## src/hdl/saah_pkg.sv

```systemverilog
// shared types, constants and tables of the attitude hold block
package saah_pkg;

    localparam int ANGLE_WIDTH_DEF = 32;
    localparam int LEVEL_WIDTH_DEF = 16;

    localparam int GAIN_WIDTH    = 32;
    localparam int DB_WIDTH      = 31;
    localparam int CFG_IDX_WIDTH = 2;
    localparam int CFG_DATA_WIDTH = 32;
    localparam int AXIS_WIDTH    = 2;
    localparam int BAND_WIDTH    = 3;
    localparam int CONST_WIDTH   = 22;
    // product bit at which gain * error reaches full scale
    localparam int PROD_TOP      = 40;

    // register indexes
    localparam logic [CFG_IDX_WIDTH-1:0] REG_ANGLE_DEADBAND = 2'd0;
    localparam logic [CFG_IDX_WIDTH-1:0] REG_GAIN_X         = 2'd1;
    localparam logic [CFG_IDX_WIDTH-1:0] REG_GAIN_Y         = 2'd2;
    localparam logic [CFG_IDX_WIDTH-1:0] REG_GAIN_Z         = 2'd3;

    // axis codes
    localparam logic [AXIS_WIDTH-1:0] AXIS_PITCH = 2'd0;
    localparam logic [AXIS_WIDTH-1:0] AXIS_YAW   = 2'd1;
    localparam logic [AXIS_WIDTH-1:0] AXIS_ROLL  = 2'd2;

    // band codes
    localparam logic [BAND_WIDTH-1:0] BAND_HOLD = 3'd0;
    localparam logic [BAND_WIDTH-1:0] BAND_FINE = 3'd1;
    localparam logic [BAND_WIDTH-1:0] BAND_LOW  = 3'd2;
    localparam logic [BAND_WIDTH-1:0] BAND_MID  = 3'd3;
    localparam logic [BAND_WIDTH-1:0] BAND_HIGH = 3'd4;
    localparam logic [BAND_WIDTH-1:0] BAND_MAX  = 3'd5;

    // reset values
    localparam logic [DB_WIDTH-1:0]   DEADBAND_RST = 31'd2928;
    localparam logic [GAIN_WIDTH-1:0] GAIN_RST     = 32'd65536;

    // 0.0001 deg/s in q7.24
    localparam logic [CONST_WIDTH-1:0] RATE_NULL_Q = 22'd29;

    // error band edges: 0.15, 1, 3, 10 deg
    localparam logic [CONST_WIDTH-1:0] BAND_EDGE_0 = 22'd43923;
    localparam logic [CONST_WIDTH-1:0] BAND_EDGE_1 = 22'd292818;
    localparam logic [CONST_WIDTH-1:0] BAND_EDGE_2 = 22'd878453;
    localparam logic [CONST_WIDTH-1:0] BAND_EDGE_3 = 22'd2928177;

    typedef struct packed {
        logic [DB_WIDTH-1:0]   angle_deadband;
        logic [GAIN_WIDTH-1:0] gain_x;
        logic [GAIN_WIDTH-1:0] gain_y;
        logic [GAIN_WIDTH-1:0] gain_z;
    } t_cfg;

    typedef struct packed {
        logic                  drive;
        logic                  neg;
        logic                  done;
        logic [BAND_WIDTH-1:0] band;
    } t_law;

    // commanded rate per band: 0.01, 0.25, 0.5, 1, 2 deg/s
    function automatic logic [CONST_WIDTH-1:0] band_rate(input logic [BAND_WIDTH-1:0] b);
        logic [CONST_WIDTH-1:0] r;
        case (b)
            BAND_FINE: r = 22'd2928;
            BAND_LOW:  r = 22'd73204;
            BAND_MID:  r = 22'd146409;
            BAND_HIGH: r = 22'd292818;
            BAND_MAX:  r = 22'd585635;
            default:   r = '0;
        endcase
        return r;
    endfunction

    // rate deadband per band: half the rate, capped at 0.01 deg/s
    function automatic logic [CONST_WIDTH-1:0] band_rdb(input logic [BAND_WIDTH-1:0] b);
        logic [CONST_WIDTH-1:0] r;
        case (b)
            BAND_FINE: r = 22'd1464;
            default:   r = 22'd2928;
        endcase
        return r;
    endfunction

endpackage

```

## src/hdl/single_axis_attitude_hold.sv

```systemverilog
// single-axis attitude hold: throughput one transaction per cycle while the
// result side does not stall; input register, one pass of law and scaling
// logic (a 32 x 33 multiply at default widths), then the result register
// the result register frees as it is taken, so input keeps flowing behind it
// reset (synchronous, active low) empties both stages and loads the register
// defaults: angle deadband 2928 (0.01 deg), all gains 65536 (1.0)
module single_axis_attitude_hold #(
    parameter int ANGLE_WIDTH = saah_pkg::ANGLE_WIDTH_DEF,
    parameter int LEVEL_WIDTH = saah_pkg::LEVEL_WIDTH_DEF
) (
    input  logic                                 i_clk,
    input  logic                                 i_rst_n,
    // input transaction
    input  logic                                 i_valid,
    output logic                                 o_stall,
    input  logic signed [ANGLE_WIDTH-1:0]        i_target_angle,
    input  logic signed [ANGLE_WIDTH-1:0]        i_current_angle,
    input  logic signed [ANGLE_WIDTH-1:0]        i_rot_rate,
    input  logic [saah_pkg::AXIS_WIDTH-1:0]      i_axis,
    // result transaction
    output logic                                 o_valid,
    input  logic                                 i_stall,
    output logic signed [LEVEL_WIDTH-1:0]        o_level,
    output logic                                 o_done_res,
    output logic [saah_pkg::BAND_WIDTH-1:0]      o_band,
    // configuration write
    input  logic                                 i_cfg_valid,
    output logic                                 o_cfg_ready,
    input  logic [saah_pkg::CFG_IDX_WIDTH-1:0]   i_cfg_index,
    input  logic [saah_pkg::CFG_DATA_WIDTH-1:0]  i_cfg_data
);

    // input stage
    logic                                r_in_valid;
    logic signed [ANGLE_WIDTH-1:0]       r_target_angle;
    logic signed [ANGLE_WIDTH-1:0]       r_current_angle;
    logic signed [ANGLE_WIDTH-1:0]       r_rot_rate;
    logic [saah_pkg::AXIS_WIDTH-1:0]     r_axis;

    // result stage
    logic                                r_out_valid;
    logic signed [LEVEL_WIDTH-1:0]       r_level;
    logic                                r_done_res;
    logic [saah_pkg::BAND_WIDTH-1:0]     r_band;

    logic                                n_in_valid;
    logic                                n_out_valid;
    logic                                out_move;
    logic                                in_take;

    saah_pkg::t_cfg                      cfg;
    saah_pkg::t_law                      law;
    logic [ANGLE_WIDTH:0]                mag;
    logic [saah_pkg::GAIN_WIDTH-1:0]     gain;
    logic signed [LEVEL_WIDTH-1:0]       level;

    saah_cfg u_cfg (
        .i_clk       (i_clk),
        .i_rst_n     (i_rst_n),
        .i_cfg_valid (i_cfg_valid),
        .i_cfg_index (i_cfg_index),
        .i_cfg_data  (i_cfg_data),
        .o_cfg_ready (o_cfg_ready),
        .o_cfg       (cfg)
    );

    // result stage loads whenever it is empty or being taken this cycle
    assign out_move = !r_out_valid || !i_stall;
    // input stage frees up when its item moves on to the result stage
    assign in_take  = !r_in_valid || out_move;
    assign o_stall  = !in_take;

    assign n_in_valid  = in_take ? i_valid : r_in_valid;
    assign n_out_valid = out_move ? r_in_valid : r_out_valid;

    always_ff @(posedge i_clk) begin
        if (!i_rst_n) begin
            r_in_valid  <= 1'b0;
            r_out_valid <= 1'b0;
        end else begin
            r_in_valid  <= n_in_valid;
            r_out_valid <= n_out_valid;
        end
    end

    // payload of the input stage, no reset needed
    always_ff @(posedge i_clk) begin
        if (in_take && i_valid) begin
            r_target_angle  <= i_target_angle;
            r_current_angle <= i_current_angle;
            r_rot_rate      <= i_rot_rate;
            r_axis          <= i_axis;
        end
    end

    // deadband and band decision, commanded rate error, gain for the axis
    saah_law #(
        .ANGLE_WIDTH (ANGLE_WIDTH)
    ) u_law (
        .i_target_angle  (r_target_angle),
        .i_current_angle (r_current_angle),
        .i_rot_rate      (r_rot_rate),
        .i_axis          (r_axis),
        .i_cfg           (cfg),
        .o_mag           (mag),
        .o_gain          (gain),
        .o_law           (law)
    );

    // gain * magnitude truncated to q1.15 and saturated both ways
    saah_scale #(
        .ANGLE_WIDTH (ANGLE_WIDTH),
        .LEVEL_WIDTH (LEVEL_WIDTH)
    ) u_scale (
        .i_mag   (mag),
        .i_gain  (gain),
        .i_drive (law.drive),
        .i_neg   (law.neg),
        .o_level (level)
    );

    // result register, held while the downstream side stalls
    always_ff @(posedge i_clk) begin
        if (out_move && r_in_valid) begin
            r_level    <= level;
            r_done_res <= law.done;
            r_band     <= law.band;
        end
    end

    assign o_valid    = r_out_valid;
    assign o_level    = r_level;
    assign o_done_res = r_done_res;
    assign o_band     = r_band;

endmodule

```

## src/hdl/saah_cfg.sv

```systemverilog
// configuration register bank: deadband and per-axis gains
module saah_cfg (
    input  logic                                 i_clk,
    input  logic                                 i_rst_n,
    input  logic                                 i_cfg_valid,
    input  logic [saah_pkg::CFG_IDX_WIDTH-1:0]   i_cfg_index,
    input  logic [saah_pkg::CFG_DATA_WIDTH-1:0]  i_cfg_data,
    output logic                                 o_cfg_ready,
    output saah_pkg::t_cfg                       o_cfg
);

    saah_pkg::t_cfg r_cfg;

    assign o_cfg_ready = 1'b1;
    assign o_cfg       = r_cfg;

    always_ff @(posedge i_clk) begin
        if (!i_rst_n) begin
            r_cfg.angle_deadband <= saah_pkg::DEADBAND_RST;
            r_cfg.gain_x         <= saah_pkg::GAIN_RST;
            r_cfg.gain_y         <= saah_pkg::GAIN_RST;
            r_cfg.gain_z         <= saah_pkg::GAIN_RST;
        end else if (i_cfg_valid) begin
            case (i_cfg_index)
                saah_pkg::REG_ANGLE_DEADBAND: begin
                    r_cfg.angle_deadband <= i_cfg_data[saah_pkg::DB_WIDTH-1:0];
                end
                saah_pkg::REG_GAIN_X: r_cfg.gain_x <= i_cfg_data;
                saah_pkg::REG_GAIN_Y: r_cfg.gain_y <= i_cfg_data;
                saah_pkg::REG_GAIN_Z: r_cfg.gain_z <= i_cfg_data;
                default: ;
            endcase
        end
    end

endmodule

```

## src/hdl/saah_law.sv

```systemverilog
// control law: deadband test, band select, rate error and gain select
module saah_law #(
    parameter int ANGLE_WIDTH = saah_pkg::ANGLE_WIDTH_DEF
) (
    input  logic signed [ANGLE_WIDTH-1:0]          i_target_angle,
    input  logic signed [ANGLE_WIDTH-1:0]          i_current_angle,
    input  logic signed [ANGLE_WIDTH-1:0]          i_rot_rate,
    input  logic [saah_pkg::AXIS_WIDTH-1:0]        i_axis,
    input  saah_pkg::t_cfg                         i_cfg,
    output logic [ANGLE_WIDTH:0]                   o_mag,
    output logic [saah_pkg::GAIN_WIDTH-1:0]        o_gain,
    output saah_pkg::t_law                         o_law
);

    localparam int EW  = ANGLE_WIDTH + 1;
    localparam int CMW = (EW > saah_pkg::DB_WIDTH) ? EW : saah_pkg::DB_WIDTH;

    logic signed [EW-1:0]   err;
    logic [EW-1:0]          aerr;
    logic signed [EW-1:0]   rate_ext;
    logic [EW-1:0]          rate_mag;
    logic signed [EW-1:0]   cmd;
    logic signed [EW-1:0]   derr;
    logic [EW-1:0]          derr_mag;
    logic [saah_pkg::BAND_WIDTH-1:0] band;
    logic                   in_db;

    // exact error, one bit wider than the angles
    assign err  = EW'(i_target_angle) - EW'(i_current_angle);
    assign aerr = err[EW-1] ? EW'(-err) : EW'(err);
    assign in_db = CMW'(aerr) < CMW'(i_cfg.angle_deadband);

    assign rate_ext = EW'(i_rot_rate);
    assign rate_mag = rate_ext[EW-1] ? EW'(-rate_ext) : EW'(rate_ext);

    // band = 1 + number of edges at or below the error
    always_comb begin
        band = saah_pkg::BAND_FINE;
        if (aerr >= EW'(saah_pkg::BAND_EDGE_0)) band = band + 3'd1;
        if (aerr >= EW'(saah_pkg::BAND_EDGE_1)) band = band + 3'd1;
        if (aerr >= EW'(saah_pkg::BAND_EDGE_2)) band = band + 3'd1;
        if (aerr >= EW'(saah_pkg::BAND_EDGE_3)) band = band + 3'd1;
    end

    // commanded rate signed like the error, zero error taken positive
    assign cmd = err[EW-1] ? -$signed(EW'(saah_pkg::band_rate(band)))
                           :  $signed(EW'(saah_pkg::band_rate(band)));
    assign derr     = cmd - rate_ext;
    assign derr_mag = derr[EW-1] ? EW'(-derr) : EW'(derr);

    always_comb begin
        case (i_axis)
            saah_pkg::AXIS_PITCH: o_gain = i_cfg.gain_x;
            saah_pkg::AXIS_YAW:   o_gain = i_cfg.gain_y;
            saah_pkg::AXIS_ROLL:  o_gain = i_cfg.gain_z;
            default:              o_gain = '0;
        endcase
    end

    always_comb begin
        if (in_db) begin
            o_mag      = rate_mag;
            o_law.band = saah_pkg::BAND_HOLD;
            o_law.neg  = ~rate_ext[EW-1];
            o_law.done = rate_mag < EW'(saah_pkg::RATE_NULL_Q);
            o_law.drive = ~o_law.done;
        end else begin
            o_mag       = derr_mag;
            o_law.band  = band;
            o_law.neg   = derr[EW-1];
            o_law.done  = 1'b0;
            o_law.drive = derr_mag > EW'(saah_pkg::band_rdb(band));
        end
    end

endmodule

```

## src/hdl/saah_scale.sv

```systemverilog
// level scaling: gain times error magnitude, saturate, apply sign
module saah_scale #(
    parameter int ANGLE_WIDTH = saah_pkg::ANGLE_WIDTH_DEF,
    parameter int LEVEL_WIDTH = saah_pkg::LEVEL_WIDTH_DEF
) (
    input  logic [ANGLE_WIDTH:0]                 i_mag,
    input  logic [saah_pkg::GAIN_WIDTH-1:0]      i_gain,
    input  logic                                 i_drive,
    input  logic                                 i_neg,
    output logic signed [LEVEL_WIDTH-1:0]        o_level
);

    localparam int PW = saah_pkg::GAIN_WIDTH + ANGLE_WIDTH + 1;
    localparam int LO = saah_pkg::PROD_TOP - (LEVEL_WIDTH - 1);

    logic [PW-1:0]          prod;
    logic                   sat;
    logic [LEVEL_WIDTH-2:0] lv;
    logic [LEVEL_WIDTH-1:0] lv_ext;

    assign prod   = PW'(i_gain) * PW'(i_mag);
    // at or above 2^40 the truncated level is past full scale
    assign sat    = |prod[PW-1:saah_pkg::PROD_TOP];
    assign lv     = sat ? {(LEVEL_WIDTH-1){1'b1}} : prod[saah_pkg::PROD_TOP-1:LO];
    assign lv_ext = {1'b0, lv};

    always_comb begin
        if (!i_drive) begin
            o_level = '0;
        end else if (i_neg) begin
            o_level = $signed(-lv_ext);
        end else begin
            o_level = $signed(lv_ext);
        end
    end

endmodule

```

## config.mk

```make
export PLATFORM = sky130hd
export DESIGN_NAME = single_axis_attitude_hold
export DESIGN_NICKNAME = d
export VERILOG_FILES = /design/src/hdl/saah_pkg.sv /design/src/hdl/single_axis_attitude_hold.sv /design/src/hdl/saah_cfg.sv /design/src/hdl/saah_law.sv /design/src/hdl/saah_scale.sv
export SDC_FILE = /design/constraint.sdc
export NUM_CORES = 2
export LEC_CHECK = 0
export ABC_AREA = 1
export BUFFER_PORTS_ARGS = -buffer_cell sky130_fd_sc_hd__buf_4
export CAP_MARGIN = 20
export CORE_MARGIN = 3
export CORE_UTILIZATION = 66
export CTS_BUF_LIST = sky130_fd_sc_hd__clkbuf_8 sky130_fd_sc_hd__clkbuf_16
export DETAILED_ROUTE_END_ITERATION = 8
export GPL_TIMING_DRIVEN = 0
export PLACE_DENSITY = 0.93
export SYNTH_ARGS = -nofsm -noshare
export SYNTH_HDL_FRONTEND = slang
export SYNTH_SLANG_ARGS = --single-unit
```

## constraint.sdc

```tcl
create_clock -name i_clk -period 23.7 [get_ports i_clk]
set_input_delay 1.185 -clock i_clk [delete_from_list [all_inputs] [get_ports i_clk]]
set_output_delay 1.185 -clock i_clk [all_outputs]
set_load 0.01 [all_outputs]
```

Yosys cells after proc, flatten, opt, wreduce, memory -nomap -nowiden
Index checks and enable logic that the tools add are counted.

Output and inout bits: 23. Register bits after elaboration: 247. Logic and storage cells: 76. Input port bits: 137.

Add/subtract/negate cells: 10. Multipliers: 1. Order comparisons: 7. Equality and inequality tests: 10. Reduce and logical (&&, ||, !) cells: 16. Bitwise operators: 2. Muxes and demuxes: 16.

Operator list (count): $mux 33 (5); $pmux 20 s5 (1); $pmux 32 s3 (1); $neg 33->33 (2); $mul 32x33->65 (1); $ge 33x16->1 const B (1); $ge 33x19->1 const B (1); $ge 33x20->1 const B (1); $ge 33x22->1 const B (1); $gt 33x22->1 (1); $lt 33x31->1 (1); $lt 33x5->1 const B (1); $neg 20->33 (1); $neg 32->33 (1); $sub 32x32->33 (1); $sub 33x32->33 (1); $mux 15 (2); $reduce_or 25->1 (1); $mux 22 (1); $neg 15->16 (1); $mux 12 (1); $reduce_and 2->1 (5); $mux 3 (3); $add 3x1->3 const B (2); 13 further kinds (25).

Longest topological paths before layout
Depth in word-level cells: 24. Depth in mapped cells: 115. Depth with buffers taken out: 112.

Cells and area by module
From an unflattened synthesis, not the netlist that was laid out.

Cells, all modules: 8309. Area total of the unflattened synthesis: 57569.0 um^2.

Modules (own cells, without submodules): saah_scale (seq. area each 0.0 um^2, cells an instance 5213, area each 37643.6 um^2, instances 1); saah_law (seq. area each 0.0 um^2, cells an instance 2165, area each 10864.2 um^2, instances 1); saah_cfg (seq. area each 2542.4 um^2, cells an instance 800, area each 5422.7 um^2, instances 1); single_axis_attitude_hold (seq. area each 3583.4 um^2, cells an instance 131, area each 3638.5 um^2, instances 1).

Worst setup path after synthesis
Ideal clock, no wire load.

Kind: reg-to-reg. Start point: register r_current_angle[0]. End point: register r_level[10] (netlist: o_level[10]) (data pin). Library setup time: 0.253 ns. Buffers on the path: 6. Required time: 23.447 ns. Slack: 6.989 ns. Cell stages (with the launch flop): 106. Period minus slack after synthesis: 16.711 ns. Arrival: 16.458 ns. Cells stage by stage: edfxtp_1 > ha_1 > fa_1 > ha_1 > inv_1 > a21oi_1 > nand3_1 > nor2_2 > nand2_2 > nor2_4 > nand3_2 > nor2_4 > nand3_1 > nand2_1 > nand2_1 > nand2_1 > nand2_2 > inv_2 > [70 not listed] > nand2_1 > nand3_1 > nor2_1 > nand3_1 > nor2_4 > buf_6 > nand2_1 > inv_1 > ha_1 > inv_1 > nor2_1 > nand3_1 > nor2_2 > nand3_1 > nand2_1 > inv_1 > nor2_1 > nor2_1.

Word-level cells in the longest chain between the ends: 24. Elaborated cells between the ends (all ways): 36. Those cells by class: 9 x add/sub; 1 x mul; 6 x order compare; 5 x eq/ne; 14 x mux; 1 x reduce/logical.

RTL lines: start: declaration (line single_axis_attitude_hold.sv:36) `logic signed [ANGLE_WIDTH-1:0] r_current_angle;`; start signal: assignment (line single_axis_attitude_hold.sv:90) `r_current_angle <= i_current_angle;`; $sub 32x32->33 * (line saah_law.sv:29) `assign err = EW'(i_target_angle) - EW'(i_current_angle);`; $neg 33->33 (line saah_law.sv:30) `assign aerr = err[EW-1] ? EW'(-err) : EW'(err);`; $mux 33 (line saah_law.sv:30); $ge 33x16->1 (line saah_law.sv:39) `if (aerr >= EW'(saah_pkg::BAND_EDGE_0)) band = band + 3'd1;`; $mux 2 (line saah_law.sv:39); $add 2x1->3 (line saah_law.sv:40) `if (aerr >= EW'(saah_pkg::BAND_EDGE_1)) band = band + 3'd1;`; $mux 3 (line saah_law.sv:40); $add 3x1->3 (line saah_law.sv:41) `if (aerr >= EW'(saah_pkg::BAND_EDGE_2)) band = band + 3'd1;`; [8 not listed]; $neg 33->33 (line saah_law.sv:49) `assign derr_mag = derr[EW-1] ? EW'(-derr) : EW'(derr);`; $mux 33 (line saah_law.sv:49); $mux 33 (line saah_law.sv:61) `if (in_db) begin`; $mul 32x33->65 (line saah_scale.sv:21) `assign prod = PW'(i_gain) * PW'(i_mag);`; $reduce_or 25->1 (line saah_scale.sv:23) `assign sat = |prod[PW-1:saah_pkg::PROD_TOP];`; $mux 15 (line saah_scale.sv:24) `assign lv = sat ? {(LEVEL_WIDTH-1){1'b1}} : prod[saah_pkg::PROD_TOP-1:LO];`; $neg 15->16 (line saah_scale.sv:31) `o_level = $signed(-lv_ext);`; $mux 15 (line saah_scale.sv:30) `end else if (i_neg) begin`; end signal: assignment (line single_axis_attitude_hold.sv:125) `r_level <= level;`; end: declaration (line single_axis_attitude_hold.sv:42) `logic signed [LEVEL_WIDTH-1:0] r_level;`.

Mark *: on every way between the ends. The rest lies on a longest branch, timed or not. The select of a mux whose other input is x is not followed. A chain may end at the register's enable or synchronous reset.

Worst setup path in the final report
Ends and elaborated chain as after synthesis.

==> impl_metrics.env <==
export IMPL_clk_pin_slew_ns=0.06
export IMPL_viasPerCell=6.01
export IMPL_min_from="u_cfg.o_cfg[13]"
export IMPL_chipWidth_um=286
export IMPL_hpwl_mm=154
export IMPL_cts_root_buf="clkbuf_16"
export IMPL_drv_cap=0
export IMPL_start_kind="flop"
export IMPL_reg2reg_from="r_current_angle[0]"
export IMPL_rsz0062_at_grt="no"
export IMPL_cp_buffers_inverters=20
export IMPL_cts_buffer_depth=3
export IMPL_worstPathMaxFanout=10
export IMPL_yosysWarnings=0
export IMPL_drv_slew=3
export IMPL_fin_area_um2=55600
export IMPL_drive_gt1_share_pct=5.47
export IMPL_cpPeakStageDelay_ns=0.88
export IMPL_ant_nets=0
export IMPL_final_util_pct=71.6
export IMPL_grt_usage_pct=46.9
export IMPL_hold_buffers=0
export IMPL_crit_family="adder cells"
export IMPL_max_clock_freq_ghz=0.0442
export IMPL_syn_area_um2=51900
export IMPL_pin_count=160
export IMPL_gp_congestion=1.10
export IMPL_critPathMostFrequentCell="nand2_1"
export IMPL_worstMarginPinSlew_ns=1.56
export IMPL_setup_viol=0
export IMPL_setup_tns_ns=0
export IMPL_hold_ws_ns=0.450
export IMPL_syn_num_nets=8262
export IMPL_path_class="flop to flop"
export IMPL_via_count=48800
export IMPL_cts_setup_buffers=0
export IMPL_synthTopCellsByArea="fa_1 36%, inv_1 11%, nand2_1 9.0%"
export IMPL_start_util_pct=66.8
export IMPL_clk_latency_ns=0.61
export IMPL_worstPathArrival_ns=23.02
export IMPL_wl_mm=187
export IMPL_core_area_um2=77700
export IMPL_syn2layout_area_growth_pct=7.19
export IMPL_fillers=6100
export IMPL_outcome="complete, but fails checks"
export IMPL_synth_top_cell_area_share_pct=35.8
export IMPL_cp_data_required_time_ns=24.07
export IMPL_min_period_over_period_pct=95.5
export IMPL_grt_pass1_wl_mm=287
export IMPL_final_hold_violation_count=0
export IMPL_crit_slowest_cell="o21ai_0"
export IMPL_first_global_vias=50000
export IMPL_skew_ns=0.0503
export IMPL_crit_start="r_current_angle[0]"
export IMPL_avgSynthCellArea_um2=7.60
export IMPL_ys_seq_area_share_pct=11.8
export IMPL_finalCriticalPeriod_ns=22.65
export IMPL_end_kind="flop"
export IMPL_core_rowCount=102
export IMPL_nets=8471
export IMPL_numCtsBuffers=26
export IMPL_max_slew_margin_pct=-3.77
export IMPL_antenna_found_initial=14
export IMPL_dieArea_um2=82100
export IMPL_synthCells=6831
export IMPL_yosysTopAreaCell="fa_1"
export IMPL_drt_iter0_markers=5998
export IMPL_drtPass1Iterations=8
export IMPL_post_synth_num_cell_types=59
export IMPL_die_y_um=286
export IMPL_cts_tree="yes"
export IMPL_cts_sinks=247
export IMPL_violations="design-rule violations, max-slew violations"
export IMPL_synth_edff_count=118
export IMPL_ys_ff_latch=247
export IMPL_routedWlPerCell_um=23.1
export IMPL_route_detailed_drc=2
export IMPL_synth_flop_cell="dfxtp_1"
export IMPL_portBuffers=157
export IMPL_grt_max_degree=85
export IMPL_htreeDepth=1
export IMPL_overflow=0
export IMPL_hp_class="flop to flop"
export IMPL_async_reset_ff_share_pct=0
export IMPL_place_area_um2=54600
## path summary, 6_finish.rpt
path	to	slack (ns)	cells past startpoint
max reg2reg	o_level[10]	1.05	101
min	u_cfg.o_cfg[13]	0.45	2
max	o_level[10]	1.05	101
min reg2reg	u_cfg.o_cfg[13]	0.45	2
## layout by cell type, fill, tap and decap left out, types with 10 or more instances in the layout
master | netlist | routed
inv_1 | 1510 | 1512
nand2_1 | 1241 | 1241
nor2_1 | 1044 | 1044
fa_1 | 928 | 928
ha_1 | 366 | 366
a21oi_1 | 253 | 251
o21ai_0 | 234 | 233
clkbuf_1 | 216 | 215
nand3_1 | 190 | 190
buf_4 | 5 | 173
dfxtp_1 | 129 | 129
edfxtp_1 | 118 | 118
xor2_1 | 97 | 97
nand4_1 | 54 | 54
nor3_1 | 44 | 44
a31oi_1 | 36 | 36
inv_2 | 32 | 32
nand2_2 | 31 | 31
a21o_1 | 29 | 29
xnor2_1 | 26 | 26
clkbuf_16 | 0 | 26
clkinv_1 | 24 | 25
or2_2 | 22 | 22
o21ai_1 | 22 | 22
nor2_2 | 21 | 21
o21a_1 | 16 | 16
o211ai_1 | 14 | 14
nand3_2 | 14 | 14
nor4_1 | 13 | 12
o21bai_1 | 11 | 11
diode_2 | 0 | 10
a211oi_1 | 10 | 10
## through the flow
step	std cells	setup slack (ns)
floorplan	6831	6.99
global placement	8028	1.81
detailed placement	8046	1.87
CTS	8091	1.79
global route	8097	0.112
finish	8107	1.05
## per-layer routing
metal  vias to the layer above  global-route usage, %  share of wire, %
met5                         -                      0             0.060
met4                        14                   31.5               8.9
met3                       991                   21.0                16
met2                      3618                   68.3                42
met1                     23200                   55.8                34
li1                      20900                      -                 -
## Yosys cell counts, types with 8 or more instances
master,instances
fa_1,928
inv_1,1510
nand3_2,14
a31oi_1,36
nand3_1,190
dfxtp_1,129
xor2_1,97
nand2_1,1241
clkinv_1,24
a221oi_1,11
a211oi_1,10
o21ai_1,22
a21oi_1,253
a21o_1,29
inv_2,32
o211ai_1,14
ha_1,366
o21ai_0,234
edfxtp_1,118
nor2_2,21
nor2_1,1044
xnor2_1,26
o21a_1,16
nor3_1,44
o21bai_1,11
a21boi_0,8
clkbuf_1,216
nand4_1,54
nand2_2,31
or2_2,22
nor4_1,13
## cell families (layout without fill, tap and decap cells)
group                    count (synthesis)  count (layout)  synth area share (%)
adder cells (fa/ha/maj)               1294            1294                  44.6
flip-flops                             247             247                  11.8
AND/OR/NAND/NOR                       2698            2698                  21.2
other                                    1              11               0.00722
buffers and inverters                 1801            2027                  13.1
XOR/XNOR                               124             124                  2.11
AO/OA/AOI/OAI                          666             666                  7.14
## tightest hold or removal path: stages, from the launching register on
cell and delay, ns:
dfxtp_1 0.30, inv_1 0.05, a21oi_1 0.05
## layout make-up
cell class | instances | area, um^2 | area share [%]
inverters | 1566 | 5880 | 10.6
plain buffers | 235 | 945 | 1.70
diodes | 10 | 25.0 | 0.0450
clock inverters | 16 | 175 | 0.315
multi-input cells | 4783 | 39000 | 70.1
well taps | 1040 | 1300 | 2.34
flip-flops and latches | 247 | 6130 | 11.0
clock buffers | 29 | 692 | 1.24
repair buffers | 181 | 1470 | 2.63
## sequential cells by signal, summed over array words and instances, names as in the netlist
name / cells
o_band: 3
o_done_res: 1
o_level: 16
o_valid: 1
r_axis: 2
r_current_angle: 32
r_in_valid: 1
r_rot_rate: 32
r_target_angle: 32
u_cfg.o_cfg: 127
## timing repair
item | in CTS | in global routing
endpoints found under the hold margin | 0 | 0
setup endpoints to repair | 0 | 4
resized for setup | 0 | 3
Power is not shown: default switching activity piles up to over one toggle a cycle in this logic, so the estimate is an artifact.
